[config.mk]
export PLATFORM = sky130hd
export DESIGN_NAME = button_press_hold_classifier
export DESIGN_NICKNAME = d
export VERILOG_FILES = /design/src/design/bphc_pkg.sv /design/src/design/bphc_cfg.sv /design/src/design/bphc_state.sv /design/src/design/bphc_rules.sv /design/src/design/button_press_hold_classifier.sv
export VERILOG_INCLUDE_DIRS = /design/src /design/src/design
export SDC_FILE = /design/constraint.sdc
export NUM_CORES = 1
export LEC_CHECK = 0
export BUFFER_PORTS_ARGS = -buffer_cell sky130_fd_sc_hd__buf_2
export CAP_MARGIN = 25
export CORE_UTILIZATION = 55
export DETAILED_ROUTE_END_ITERATION = 8
export HOLD_SLACK_MARGIN = 0.12
export PLACE_DENSITY = 0.78
export SLEW_MARGIN = 10
export SYNTH_ARGS = -nofsm -noshare
export SYNTH_HDL_FRONTEND = slang
export SYNTH_SLANG_ARGS = --single-unit
[constraint.sdc]
create_clock -name clk -period 9.2 [get_ports clk]
set_input_delay 0.46 -clock clk [delete_from_list [all_inputs] [get_ports clk]]
set_output_delay 0.46 -clock clk [all_outputs]
set_load 0.1 [all_outputs]
[src/design/assert_macros.svh]
// Assertion macros shared by the button classifier RTL.
// Depends on a clock named clk and a reset named rst in the including module.
`ifndef ASSERT_MACROS_SVH
`define ASSERT_MACROS_SVH

// Checked on every rising clk edge while the block is out of reset.
`define ASSERT_CLK(label, prop, msg) \
  label: assert property (@(posedge clk) disable iff (rst) (prop)) else $error(msg);

// Checked on every rising clk edge, reset cycles included.
`define ASSERT_CLK_ALWAYS(label, prop, msg) \
  label: assert property (@(posedge clk) (prop)) else $error(msg);

`endif

[src/design/bphc_pkg.sv]
// Shared types and constants for the button press and hold classifier.
// No dependencies; every design module imports this package.
package bphc_pkg;

  localparam int IDX_W       = 3;
  localparam int NOW_W       = 32;
  localparam int CFG_W       = 16;
  localparam int CNT_W       = 4;
  localparam int CFG_IDX_W   = 2;
  localparam int IN_TDATA_W  = 40;
  localparam int OUT_TDATA_W = 8;

  // Register indexes of the configuration port.
  localparam logic [CFG_IDX_W-1:0] REG_DEBOUNCE = 2'd0;
  localparam logic [CFG_IDX_W-1:0] REG_HOLD     = 2'd1;
  localparam logic [CFG_IDX_W-1:0] REG_ACTIVE   = 2'd2;

  localparam logic [CFG_W-1:0] DEBOUNCE_RESET = 16'd50;
  localparam logic [CFG_W-1:0] HOLD_RESET     = 16'd1000;

  typedef struct packed {
    logic [CFG_W-1:0] debounce_ms;
    logic [CFG_W-1:0] hold_ms;
    logic [CNT_W-1:0] active_count;
  } cfg_t;

  typedef struct packed {
    logic             last_level;
    logic             ignore_release;
    logic             long_mode;
    logic [NOW_W-1:0] press_time;
    logic [NOW_W-1:0] release_time;
  } btn_state_t;

endpackage

[src/design/bphc_cfg.sv]
// Configuration register bank of the button classifier.
// Depends on bphc_pkg for the register indexes and reset values.
module bphc_cfg
  import bphc_pkg::*;
(
  input  logic                 clk,
  input  logic                 rst,
  input  logic                 cfg_valid,
  output logic                 cfg_ready,
  input  logic [CFG_IDX_W-1:0] cfg_index,
  input  logic [CFG_W-1:0]     cfg_data,
  output cfg_t                 cfg
);

  assign cfg_ready = 1'b1;

  always_ff @(posedge clk) begin
    if (rst) begin
      cfg.debounce_ms  <= DEBOUNCE_RESET;
      cfg.hold_ms      <= HOLD_RESET;
      cfg.active_count <= '0;
    end else if (cfg_valid) begin
      case (cfg_index)
        REG_DEBOUNCE: cfg.debounce_ms  <= cfg_data;
        REG_HOLD:     cfg.hold_ms      <= cfg_data;
        REG_ACTIVE:   cfg.active_count <= cfg_data[CNT_W-1:0];
        default: begin
        end
      endcase
    end
  end

endmodule

[src/design/bphc_state.sv]
// Per-button state registers with one read port and one write port.
// Depends on bphc_pkg for the per-button state record.
module bphc_state
  import bphc_pkg::*;
#(
  parameter int NUM_BUTTONS = 8
) (
  input  logic             clk,
  input  logic             rst,
  input  logic [IDX_W-1:0] index,
  input  logic             wr_en,
  input  btn_state_t       wr_data,
  output btn_state_t       rd_data
);

  // Six bits cover every button number up to 63 and any 3-bit index.
  localparam int CMP_W = 6;

  btn_state_t entry [NUM_BUTTONS];
  logic [CMP_W-1:0] index_ext;

  assign index_ext = {{(CMP_W-IDX_W){1'b0}}, index};

  always_comb begin
    rd_data = '0;
    for (int b = 0; b < NUM_BUTTONS; b++) begin
      if (index_ext == CMP_W'(b)) begin
        rd_data = entry[b];
      end
    end
  end

  always_ff @(posedge clk) begin
    for (int b = 0; b < NUM_BUTTONS; b++) begin
      if (rst) begin
        entry[b] <= '0;
      end else if (wr_en && index_ext == CMP_W'(b)) begin
        entry[b] <= wr_data;
      end
    end
  end

endmodule

[src/design/bphc_rules.sv]
// Combinational press, release and hold rules for one button sample.
// Depends on bphc_pkg for the configuration and state records.
module bphc_rules
  import bphc_pkg::*;
(
  input  cfg_t             cfg,
  input  btn_state_t       cur,
  input  logic             active,
  input  logic             level,
  input  logic [NOW_W-1:0] now_ms,
  output btn_state_t       nxt,
  output logic             wr_en,
  output logic             short_press,
  output logic             long_press
);

  logic [NOW_W-1:0] since_press;
  logic [NOW_W-1:0] since_release;
  logic             release_edge;
  logic             press_edge;
  logic             hold_hit;

  // Wrapping differences, as elapsed time on a free-running millisecond clock.
  assign since_press   = now_ms - cur.press_time;
  assign since_release = now_ms - cur.release_time;

  assign release_edge = level && !cur.last_level &&
                        (since_press > {{(NOW_W-CFG_W){1'b0}}, cfg.debounce_ms});
  assign press_edge   = !level && cur.last_level &&
                        (since_release > {{(NOW_W-CFG_W){1'b0}}, cfg.debounce_ms});
  // A press edge restamps the press time, so no hold can follow it in the
  // same sample; both hold rules collapse into one that toggles long mode.
  assign hold_hit     = !level && !press_edge &&
                        (since_press > {{(NOW_W-CFG_W){1'b0}}, cfg.hold_ms});

  assign wr_en       = active;
  assign short_press = active && press_edge && !cur.ignore_release;
  assign long_press  = active && release_edge && !cur.ignore_release && cur.long_mode;

  always_comb begin
    nxt            = cur;
    nxt.last_level = level;
    if (release_edge) begin
      if (cur.ignore_release || !cur.long_mode) begin
        nxt.ignore_release = 1'b0;
      end
      nxt.release_time = now_ms;
    end
    if (press_edge) begin
      if (cur.ignore_release) begin
        nxt.ignore_release = 1'b0;
      end
      nxt.press_time = now_ms;
    end
    if (hold_hit) begin
      nxt.ignore_release = 1'b1;
      nxt.press_time     = now_ms;
      nxt.long_mode      = !cur.long_mode;
    end
  end

endmodule

[src/design/button_press_hold_classifier.sv]
// Pipeline: an accepted sample goes into the input register and then into the result
// register, from which its result transaction is offered on the result stream.
// Throughput: one sample per cycle while m_axis_tready does not stall the result register;
// the per-button state is read and written back as the sample moves to the result register.
// Reset (rst, synchronous, active high) empties both registers, clears all
// per-button state and loads debounce_ms = 50, hold_ms = 1000, active_count = 0.
// Depends on bphc_pkg, bphc_cfg, bphc_state, bphc_rules and assert_macros.svh.
`include "assert_macros.svh"

module button_press_hold_classifier
  import bphc_pkg::*;
#(
  parameter int NUM_BUTTONS = 8
) (
  input  logic                   clk,
  input  logic                   rst,
  // Sample stream. tdata from bit 0: button_index[2:0], level[3], now_ms[35:4],
  // zero padding[39:36].
  input  logic                   s_axis_tvalid,
  output logic                   s_axis_tready,
  input  logic [IN_TDATA_W-1:0]  s_axis_tdata,
  // Result stream. tdata from bit 0: button_out[2:0], short_press[3],
  // long_press[4], zero padding[7:5].
  output logic                   m_axis_tvalid,
  input  logic                   m_axis_tready,
  output logic [OUT_TDATA_W-1:0] m_axis_tdata,
  // Configuration writes: index 0 debounce_ms, 1 hold_ms, 2 active_count.
  input  logic                   cfg_valid,
  output logic                   cfg_ready,
  input  logic [CFG_IDX_W-1:0]   cfg_index,
  input  logic [CFG_W-1:0]       cfg_data
);

  localparam int CMP_W = 6;

  cfg_t       cfg;
  btn_state_t cur_state;
  btn_state_t nxt_state;

  // Input register.
  logic             in_valid;
  logic [IDX_W-1:0] in_index;
  logic             in_level;
  logic [NOW_W-1:0] in_now;

  // Result register.
  logic             out_valid;
  logic [IDX_W-1:0] out_index;
  logic             out_short;
  logic             out_long;

  logic             advance;
  logic             in_load;
  logic             active;
  logic             rule_wr;
  logic             state_wr;
  logic             short_press;
  logic             long_press;

  // The result register moves whenever it is empty or being drained, and the
  // input register may then refill in the same cycle.
  assign advance       = !out_valid || m_axis_tready;
  assign s_axis_tready = !in_valid || advance;
  assign in_load       = s_axis_tvalid && s_axis_tready;

  // A button takes part only below both active_count and the number of
  // buttons the state storage holds; other indexes pass through untouched.
  assign active = ({{(CMP_W-IDX_W){1'b0}}, in_index} <
                   {{(CMP_W-CNT_W){1'b0}}, cfg.active_count}) &&
                  ({{(CMP_W-IDX_W){1'b0}}, in_index} < CMP_W'(NUM_BUTTONS));

  assign state_wr = in_valid && advance && rule_wr;

  bphc_cfg u_cfg (
    .clk       (clk),
    .rst       (rst),
    .cfg_valid (cfg_valid),
    .cfg_ready (cfg_ready),
    .cfg_index (cfg_index),
    .cfg_data  (cfg_data),
    .cfg       (cfg)
  );

  bphc_state #(
    .NUM_BUTTONS (NUM_BUTTONS)
  ) u_state (
    .clk     (clk),
    .rst     (rst),
    .index   (in_index),
    .wr_en   (state_wr),
    .wr_data (nxt_state),
    .rd_data (cur_state)
  );

  bphc_rules u_rules (
    .cfg         (cfg),
    .cur         (cur_state),
    .active      (active),
    .level       (in_level),
    .now_ms      (in_now),
    .nxt         (nxt_state),
    .wr_en       (rule_wr),
    .short_press (short_press),
    .long_press  (long_press)
  );

  always_ff @(posedge clk) begin
    if (rst) begin
      in_valid  <= 1'b0;
      out_valid <= 1'b0;
    end else begin
      if (in_load) begin
        in_valid <= 1'b1;
      end else if (advance) begin
        in_valid <= 1'b0;
      end
      if (advance) begin
        out_valid <= in_valid;
      end
    end
    if (in_load) begin
      in_index <= s_axis_tdata[IDX_W-1:0];
      in_level <= s_axis_tdata[IDX_W];
      in_now   <= s_axis_tdata[IDX_W+NOW_W:IDX_W+1];
    end
    if (advance && in_valid) begin
      out_index <= in_index;
      out_short <= short_press;
      out_long  <= long_press;
    end
  end

  assign m_axis_tvalid = out_valid;
  assign m_axis_tdata  = {{(OUT_TDATA_W-IDX_W-2){1'b0}}, out_long, out_short, out_index};

  // A result never reports both kinds of press at once.
  `ASSERT_CLK(a_one_event, out_valid |-> !(out_short && out_long), "short and long press together")
  // Buttons outside the active range never touch the stored state.
  `ASSERT_CLK(a_inactive_no_write, (in_valid && !active) |-> !state_wr, "inactive button written")
  // A sample that moves forward always shows up as a result next cycle.
  `ASSERT_CLK(a_advance_result, (in_valid && advance) |=> out_valid, "sample lost in pipeline")
  // Both pipeline registers come out of reset empty.
  `ASSERT_CLK(a_reset_empty, $past(rst) |-> (!out_valid && !in_valid), "pipeline not empty after reset")

endmodule

==> results.cfg <==
[run_status]
status = finished, final reports clean

[yosys]
ys_async_sr_fraction_pct = 0
avgSynthCellArea_um2 = 11.3
synth-edff-count = 577
synthCells = 3016
synth_area_um2 = 34000
ys_seq_area_share_pct = 53.2
ys_dominant_reg_cell = edfxtp_1
ys_types = 98
yosysWarnings = 0
ys_ff_latch = 615

[die]
ios = 74
die_w_um = 251
dieArea_um2 = 62800
start_util_pct = 56.0
row_count = 90
coreArea_um2 = 60700
die_y_um = 251

[worst_hold_path]
hp-start = cfg_index[1]
hold_depth = 4
hold_end = u_cfg.cfg[23]
hold_class = in -> reg

[timing]
relSlewSlack_pct = 23.9
hold_viol_final = 0
clock.fmax_mhz = 122
min_period_ns = 8.17
worst_pin_slew_ns = 1.14
holdWs_ns = 0.164
tns_ns = 0
skew_ns = 0.0464
period_share_pct = 88.8
setup_viol = 0
rsz0062_at_grt = false
maxSlewViolCount = 0

[power_and_ir_drop]
power.density_nw_per_um2 = 187
vdd_ir_drop_max_v = 0.000181
leakage_nw = 13.6

[drt]
dr_total_vias = 26900
drt_pass1_iterations = 6
vias_per_cell = 6.94
wl_per_cell_um = 27.4
totalWireLength_mm = 106
drtIter0Drc = 3414
met1_length_mm = 39.8
wl_met2_mm = 48.8
ant_nets = 0
drc = 0
dr.max_layer_used = met4
wl_met3_mm = 11.6

[setup_path]
r2r-start = in_index[0]
slowest_delay_ns = 1.04
reg2reg_slack_ns = 1.03
start_kind = flip-flop
slowest_stage = edfxtp_1
worstPathMaxFanout = 32
r2r_end = u_state.entry[0][121]
crit_start = in_index[0]
criticalPathCategory = reg -> reg
endpoint_kind = flip-flop
worstPathArrival_ns = 8.55
rr_worst_depth = 29
critical_path_required_ns = 9.57

[layout]
final_cell_mix = edfxtp_1 (577), nor3_1 (346), a211oi_1 (219)
layout_commonest_cell = edfxtp_1
drive_above_1_share_pct = 12.3
area.growth.synth_to_final_pct = 10.6
fillers = 4584
final_cells = 3869
finalNetCount = 3214

[clock_network]
clockRootBuffer = clkbuf_16
clock_path_buffers = 3
cts_setup_buffers = 0
cts.clk_slew.worst_paths_ns = 0.07
insertion_delay_ns = 0.67
clock_sinks = 615
cts_tree = built
cts_buffers = 60
htree_levels = 2

[global_routing]
antenna_found_initial = 1
grt_pass1_vias = 26400
grt.overflow.total = 0
grt_max_degree = 109
grt_util_all_layers_pct = 33.3
grt_pass1_wl_mm = 158

[placed_design]
gp_congestion = 0.956
place_hpwl_mm = 63.6
io_buffer_count = 65
placed_cells = 3701

[job]
cap_violations = 0
-- through the flow --
step | util, % | worst slack (ns) | instance area [µm²] | power, W
final | 62.0 | 1.03 | 37600 | 0.00703
after global routing | 62.0 | 0.592 | 37600 | 0.00724
after CTS | 61.9 | 1.30 | 37600 | 0.00698
after detailed placement | 57.9 | 1.32 | 35100 | 0.00459
after global placement | 57.8 | 1.48 | 35100 | 0.00455
after floorplan | - | 1.52 | 34000 | 0.00419
-- sequential cells by signal (all words and copies together) (netlist names) --
signal and flops:
in_level 1, m_axis_tvalid 1, in_now 32, out_short 1, in_index 3, u_cfg.cfg 36, out_index 3, out_long 1
u_state.entry 536, in_valid 1
-- critical path, delay by kind of cell (launching register included) --
kind	cells	cell delay [ns]
fa+ha+maj	2	0.58
buf+inv	3	0.87
xor+xnor	1	0.17
compound gates	13	3.42
simple gates	9	1.55
flops	1	1.04
mux	1	0.21
-- power breakdown --
| group | switching [W] | internal [W] |
|---|---|---|
| clock | 0.00109 | 0.00133 |
| combinational | 0.000914 | 0.000462 |
| sequential | 0.0000656 | 0.00316 |
-- cell usage after synthesis (13+ instances only) --
cell type | number | share of area (%)
o22ai_1 | 32 | 0.59
mux2_2 | 34 | 1.1
o21a_1 | 24 | 0.53
a31oi_1 | 14 | 0.26
nor2b_1 | 15 | 0.28
inv_1 | 99 | 1.1
nor2_1 | 152 | 1.7
a21oi_1 | 149 | 2.2
nand2_1 | 196 | 2.2
clkinv_1 | 21 | 0.23
buf_1 | 28 | 0.31
a211oi_1 | 219 | 4.8
buf_4 | 13 | 0.29
dfxtp_1 | 38 | 2.2
ha_1 | 111 | 4.1
nor3_2 | 20 | 0.59
nor3_1 | 346 | 5.1
mux2i_1 | 160 | 4.7
a21oi_2 | 18 | 0.46
a211o_1 | 14 | 0.36
o21ai_0 | 78 | 1.1
a221o_1 | 28 | 0.82
a21o_1 | 35 | 0.77
nand4_1 | 30 | 0.55
clkbuf_1 | 151 | 1.7
nand3_1 | 60 | 0.88
a22o_1 | 29 | 0.75
xor2_1 | 14 | 0.36
nor3_4 | 18 | 0.86
o221ai_1 | 29 | 0.75
buf_2 | 26 | 0.38
xnor2_1 | 28 | 0.72
edfxtp_1 | 577 | 51
-- routing by layer --
layer	vias to the layer above	track usage [%]
li1	11800	-
met1	13000	43.6
met2	1745	53.4
met3	362	5.98
met4	0	16.5
met5	-	0
-- what timing repair did --
action,in CTS,in global routing
hold buffers,54,0
hold endpoints to repair,74,0
gates resized for setup,0,0
-- worst max-delay path by stage --
stage / end / slack [ns]
CTS: u_state.entry[1][234] / 1.30
finish: u_state.entry[0][121] / 1.03
global placement: u_state.entry[1][59] / 1.48
detailed placement: u_state.entry[1][63] / 1.32
global route: u_state.entry[1][59] / 0.59
floorplan: u_state.entry[0][185] / 1.52
-- logic make-up (layout without fill, tap and decap cells) --
kind of cell | count (synthesis) | count (layout) | synth area share [%]
and+or+nand+nor | 909 | 909 | 13.7
other | 2 | 5 | 0.0221
xor gates and xnor gates | 42 | 42 | 1.08
muxes | 208 | 208 | 6.76
adders and majority gates | 113 | 113 | 4.20
AOI/OAI and AO/OA | 783 | 783 | 16.8
buffers and inverters | 344 | 412 | 4.23
DFF | 615 | 615 | 53.2
-- final cells by class --
class | instances | area, µm² | area share (%)
Multi-Input combinational cell | 2059 | 14700 | 39.0
Sequential cell | 615 | 18100 | 48.1
Timing Repair Buffer | 182 | 1500 | 3.98
Tap cell | 782 | 978 | 2.60
Clock buffer | 77 | 1620 | 4.30
Clock inverter | 33 | 294 | 0.782
Inverter | 120 | 450 | 1.20
Antenna cell | 1 | 2.50 | 0.00665
Power figures use the tool's default switching activity.
